==> src/pls_pkg.sv <==
package pls_pkg;

  localparam int CAPACITY_DEF = 128;

  typedef enum logic [2:0] {
    CMD_CLEAR  = 3'd0,
    CMD_INSERT = 3'd1,
    CMD_WRITE  = 3'd2,
    CMD_DELETE = 3'd3,
    CMD_READ   = 3'd4
  } cmd_e;

  localparam logic [1:0] ST_OK     = 2'd0;
  localparam logic [1:0] ST_FULL   = 2'd1;
  localparam logic [1:0] ST_EMPTY  = 2'd2;
  localparam logic [1:0] ST_BADPOS = 2'd3;

  typedef enum logic [2:0] {
    S_IDLE,
    S_EXEC,
    S_SHIFT,
    S_TAIL,
    S_PUT,
    S_RDWAIT,
    S_RESP
  } state_e;

  // controller to datapath
  typedef struct packed {
    logic load;
    logic exec;
    logic shift;
    logic tail;
    logic put;
    logic cap;
  } ctrl_cmd_t;

  // datapath to controller
  typedef struct packed {
    logic is_ins;
    logic is_del;
    logic is_wr;
    logic is_rd;
    logic ok;
    logic no_shift;
    logic last;
  } dp_sts_t;

endpackage

==> src/pls_ctrl.sv <==
module pls_ctrl (
  input  logic                clk_i,
  input  logic                rst_ni,
  input  logic                start_i,
  input  pls_pkg::dp_sts_t    sts_i,
  output pls_pkg::ctrl_cmd_t  cmd_o,
  output logic                busy_o,
  output logic                done_o
);

  pls_pkg::state_e state_q, state_d;

  always_ff @(posedge clk_i or negedge rst_ni) begin
    if (!rst_ni) begin
      state_q <= pls_pkg::S_IDLE;
    end else begin
      state_q <= state_d;
    end
  end

  always_comb begin
    state_d = state_q;
    case (state_q)
      pls_pkg::S_IDLE: begin
        if (start_i) begin
          state_d = pls_pkg::S_EXEC;
        end
      end
      pls_pkg::S_EXEC: begin
        if (!sts_i.ok) begin
          state_d = pls_pkg::S_RESP;
        end else if (sts_i.is_ins) begin
          state_d = sts_i.no_shift ? pls_pkg::S_PUT : pls_pkg::S_SHIFT;
        end else if (sts_i.is_del) begin
          state_d = sts_i.no_shift ? pls_pkg::S_RESP : pls_pkg::S_SHIFT;
        end else if (sts_i.is_wr) begin
          state_d = pls_pkg::S_PUT;
        end else if (sts_i.is_rd) begin
          state_d = pls_pkg::S_RDWAIT;
        end else begin
          state_d = pls_pkg::S_RESP;
        end
      end
      pls_pkg::S_SHIFT: begin
        if (sts_i.last) begin
          state_d = pls_pkg::S_TAIL;
        end
      end
      pls_pkg::S_TAIL: begin
        state_d = sts_i.is_ins ? pls_pkg::S_PUT : pls_pkg::S_RESP;
      end
      pls_pkg::S_PUT:    state_d = pls_pkg::S_RESP;
      pls_pkg::S_RDWAIT: state_d = pls_pkg::S_RESP;
      pls_pkg::S_RESP:   state_d = pls_pkg::S_IDLE;
      default:           state_d = pls_pkg::S_IDLE;
    endcase
  end

  always_comb begin
    cmd_o  = '0;
    busy_o = 1'b1;
    done_o = 1'b0;
    case (state_q)
      pls_pkg::S_IDLE: begin
        busy_o     = 1'b0;
        cmd_o.load = start_i;
      end
      pls_pkg::S_EXEC:   cmd_o.exec  = 1'b1;
      pls_pkg::S_SHIFT:  cmd_o.shift = 1'b1;
      pls_pkg::S_TAIL:   cmd_o.tail  = 1'b1;
      pls_pkg::S_PUT:    cmd_o.put   = 1'b1;
      pls_pkg::S_RDWAIT: cmd_o.cap   = 1'b1;
      pls_pkg::S_RESP:   done_o      = 1'b1;
      default: begin
        cmd_o = '0;
      end
    endcase
  end

endmodule

==> config.mk <==
export PLATFORM = sky130hd
export DESIGN_NAME = pls_ctrl
export DESIGN_NICKNAME = d
export VERILOG_FILES = /design/src/pls_pkg.sv /design/src/pls_ctrl.sv
export SDC_FILE = /design/constraint.sdc
export NUM_CORES = 1
export LEC_CHECK = 0
export BUFFER_PORTS_ARGS = -buffer_cell sky130_fd_sc_hd__clkbuf_2
export CAP_MARGIN = 20
export CORE_AREA = 2 2 39 41
export DETAILED_ROUTE_END_ITERATION = 6
export DIE_AREA = 0 0 41 43
export PLACE_DENSITY = 0.41
export SYNTH_ARGS = -nofsm -noshare
export SYNTH_HDL_FRONTEND = slang
export SYNTH_SLANG_ARGS = --single-unit
==> constraint.sdc <==
create_clock -name clk_i -period 1.3 [get_ports clk_i]
set_input_delay 0.195 -clock clk_i [delete_from_list [all_inputs] [get_ports clk_i]]
set_output_delay 0.195 -clock clk_i [all_outputs]
set_load 0.02 [all_outputs]
==> flow_metrics.env <==
export IMPL_use_met2_pct=12.8
export IMPL_postSynthAreaPerCell_sq_um=7.51
export IMPL_area_growth_pct=110
export IMPL_post_route_drc_count=0
export IMPL_post_route_util_pct=37.6
export IMPL_timing_hold_violations_final=0
export IMPL_antenna_cells=0
export IMPL_cts_buffers=3
export IMPL_p_per_area_mw_per_mm2=2390
export IMPL_io_pins=18
export IMPL_min_period_over_period_pct=112
export IMPL_clk_latency_ns=0.24
export IMPL_dr_pass1_iters=3
export IMPL_crit_slowest_cell="or3_4"
export IMPL_ys_top_cells_by_area="dfrtp_1 30%, nor2_1 9.1%, and4bb_2 5.1%"
export IMPL_ys_ff_latch=3
export IMPL_drv_slew=0
export IMPL_crit_family="simple AND/OR/NAND/NOR gates"
export IMPL_drv_cap=0
export IMPL_netlist_area_leader_share_pct=30.3
export IMPL_final_nets=71
export IMPL_holdCritPathClass="input port to flip-flop"
export IMPL_worstSetupStartpointType="flip-flop"
export IMPL_irDropWorstVdd_mv=0.713
export IMPL_timing_critical_path_cells="or3_4 -> nor2_4 -> buf_8"
export IMPL_cts_htree_levels=1
export IMPL_use_met3_pct=6.81
export IMPL_dp_hpwl_microns=563
export IMPL_antenna_found_initial=0
export IMPL_worst_slack_ns=-0.158
export IMPL_clock_sinks=3
export IMPL_die_h_microns=43
export IMPL_rows=14
export IMPL_avgViaCountPerCell=4.33
export IMPL_grt_max_degree=8
export IMPL_largest_reg_flops=3
export IMPL_synth_warnings=0
export IMPL_worst_pin_slew_ns=0.275
export IMPL_clock_path_buffers=2
export IMPL_critPathArrivalTime_ns=1.26
export IMPL_nFillCells=141
export IMPL_initialDrtViolationCount=4
export IMPL_place_ws_ns=0.0555
export IMPL_initial_core_util_pct=17.9
export IMPL_top_usage_layer="met2"
export IMPL_die_w_microns=41
export IMPL_top_register="state_q"
export IMPL_yosysUniqueCellTypes=21
export IMPL_syn_nets=43
export IMPL_met1_usage_pct=11.5
export IMPL_ant_nets=0
export IMPL_critPathMaxStageDelay_ns=0.42
export IMPL_grt_use_total_pct=10.2
export IMPL_end_kind="output pin"
export IMPL_root_buffer="clkbuf_4"
export IMPL_critPathKind="flip-flop to output pin"
export IMPL_drive_gt1_share_pct=61.7
export IMPL_globalRouteOverflowTotal=0
export IMPL_fin_worst_skew_ns=0.00313
export IMPL_power_leakage_nw=0.253
export IMPL_yosys_area_top_type="dfrtp_1"
export IMPL_grt_pass1_vias=294
export IMPL_die_area_sq_mm=0.00176
export IMPL_setup_viol=6
export IMPL_synth_cells=33
export IMPL_clk_pin_slew_ns=0.04
export IMPL_final_common_cell="clkbuf_2"
export IMPL_rsz0062_at_grt="true"
export IMPL_cts_tree="built"
export IMPL_fin_crit_ns=1.46
export IMPL_port_buffers=17
export IMPL_violations="setup timing"
export IMPL_gp_congestion=0.737
export IMPL_synth_area_sq_um=248
export IMPL_wire_per_inst_microns=10.4
export IMPL_cp_num_buf_inv=1
export IMPL_vias=329
export IMPL_totalWireLength_microns=794
export IMPL_max_slew_margin_pct=81.4
export IMPL_cp_max_fo=3
export IMPL_cp_required_ns=1.11
export IMPL_final_cell_mix="10 x clkbuf_2, 7 x buf_4, 4 x nor2_1"
export IMPL_fmax_ghz=0.686
export IMPL_core_area_sq_mm=0.00138
export IMPL_yosysSeqAreaShare_pct=30.3
export IMPL_grt_first_pass_wirelength_microns=1150
export IMPL_outcome="finished, violations left"
export IMPL_top_regs="state_q (3)"
-- power breakdown --
part           total (mW)  switching (mW)  internal [mW]
Clock               0.169          0.0541          0.115
Sequential          0.179          0.0393          0.140
Combinational       0.894           0.441          0.452
-- routing by layer --
layer / up-vias / part of all wire (%)
met3: 5 / 8.9
met2: 10 / 47
li1: 168 / -
met1: 146 / 41
met4: 0 / 2.9
met5: - / 0
-- path summary, 6_finish.rpt --
path,from,end,slack [ns],cells after the start
max reg2reg,state_q[0]$_DFFE_PN0P_,state_q[0]$_DFFE_PN0P_,0.15,5
min reg2reg,state_q[2]$_DFFE_PN0P_,state_q[2]$_DFFE_PN0P_,0.66,2
min in group asynchronous,rst_ni,state_q[0]$_DFFE_PN0P_,0.28,2
max in group asynchronous,rst_ni,state_q[2]$_DFFE_PN0P_,0.91,2
max,state_q[0]$_DFFE_PN0P_,cmd_o[5],-0.16,3
min,sts_i[2],state_q[1]$_DFFE_PN0P_,0.17,2
-- kinds of logic (layout without fill, tap and decap cells) --
family          after synthesis  after routing  synth area share, %
mux                           1              1                 4.04
buf+inv                       5             32                 11.1
compound gates                7              7                 18.7
flops                         3              3                 30.3
simple gates                 17             17                 35.9
-- stage by stage --
step	total power, mW	TNS, ns	area [sq um]	hold slack [ns]	cells
after floorplan	0.593	0	260	-0.101	33
after global placement	0.802	0	379	-0.00220	68
after detailed placement	0.793	0	379	-0.00636	68
after CTS	1.16	-0.478	494	0.168	76
after global routing	1.33	-0.826	520	0.178	76
final	1.24	-0.436	520	0.169	76
-- repair_timing --
action / in CTS / in global routing
gates resized for setup: 16 / 11
hold buffers: 1 / 0
pin swaps: 2 / 1
endpoints found under the hold margin: 3 / 0
endpoints found under the setup margin: 7 / 7
setup buffers: 3 / 0
-- area by class of cell --
class / instances / area (sq um) / area share, %
flip-flops and latches: 3 / 75.1 / 14.4
well taps: 16 / 20.0 / 3.85
inverters: 3 / 16.3 / 3.13
multi-input cells: 25 / 189 / 36.3
repair buffers: 25 / 194 / 37.3
clock buffers: 4 / 26.3 / 5.05
-- synth_stat cells --
cell type and instances:
nand2_1 3, a21oi_1 1, inv_1 3, and4bb_2 1, buf_6 1, a31oi_1 1
dfrtp_1 3, o21ai_0 2, and3_1 1, o31ai_1 1, nor3b_1 1, or2_1 1
mux2i_1 1, nand3_1 1, o41ai_1 1, and2_1 1, nor3_1 1, buf_2 1
or3_1 1, a21oi_2 1, nor2_1 6
Power figures use the tool's default switching activity.
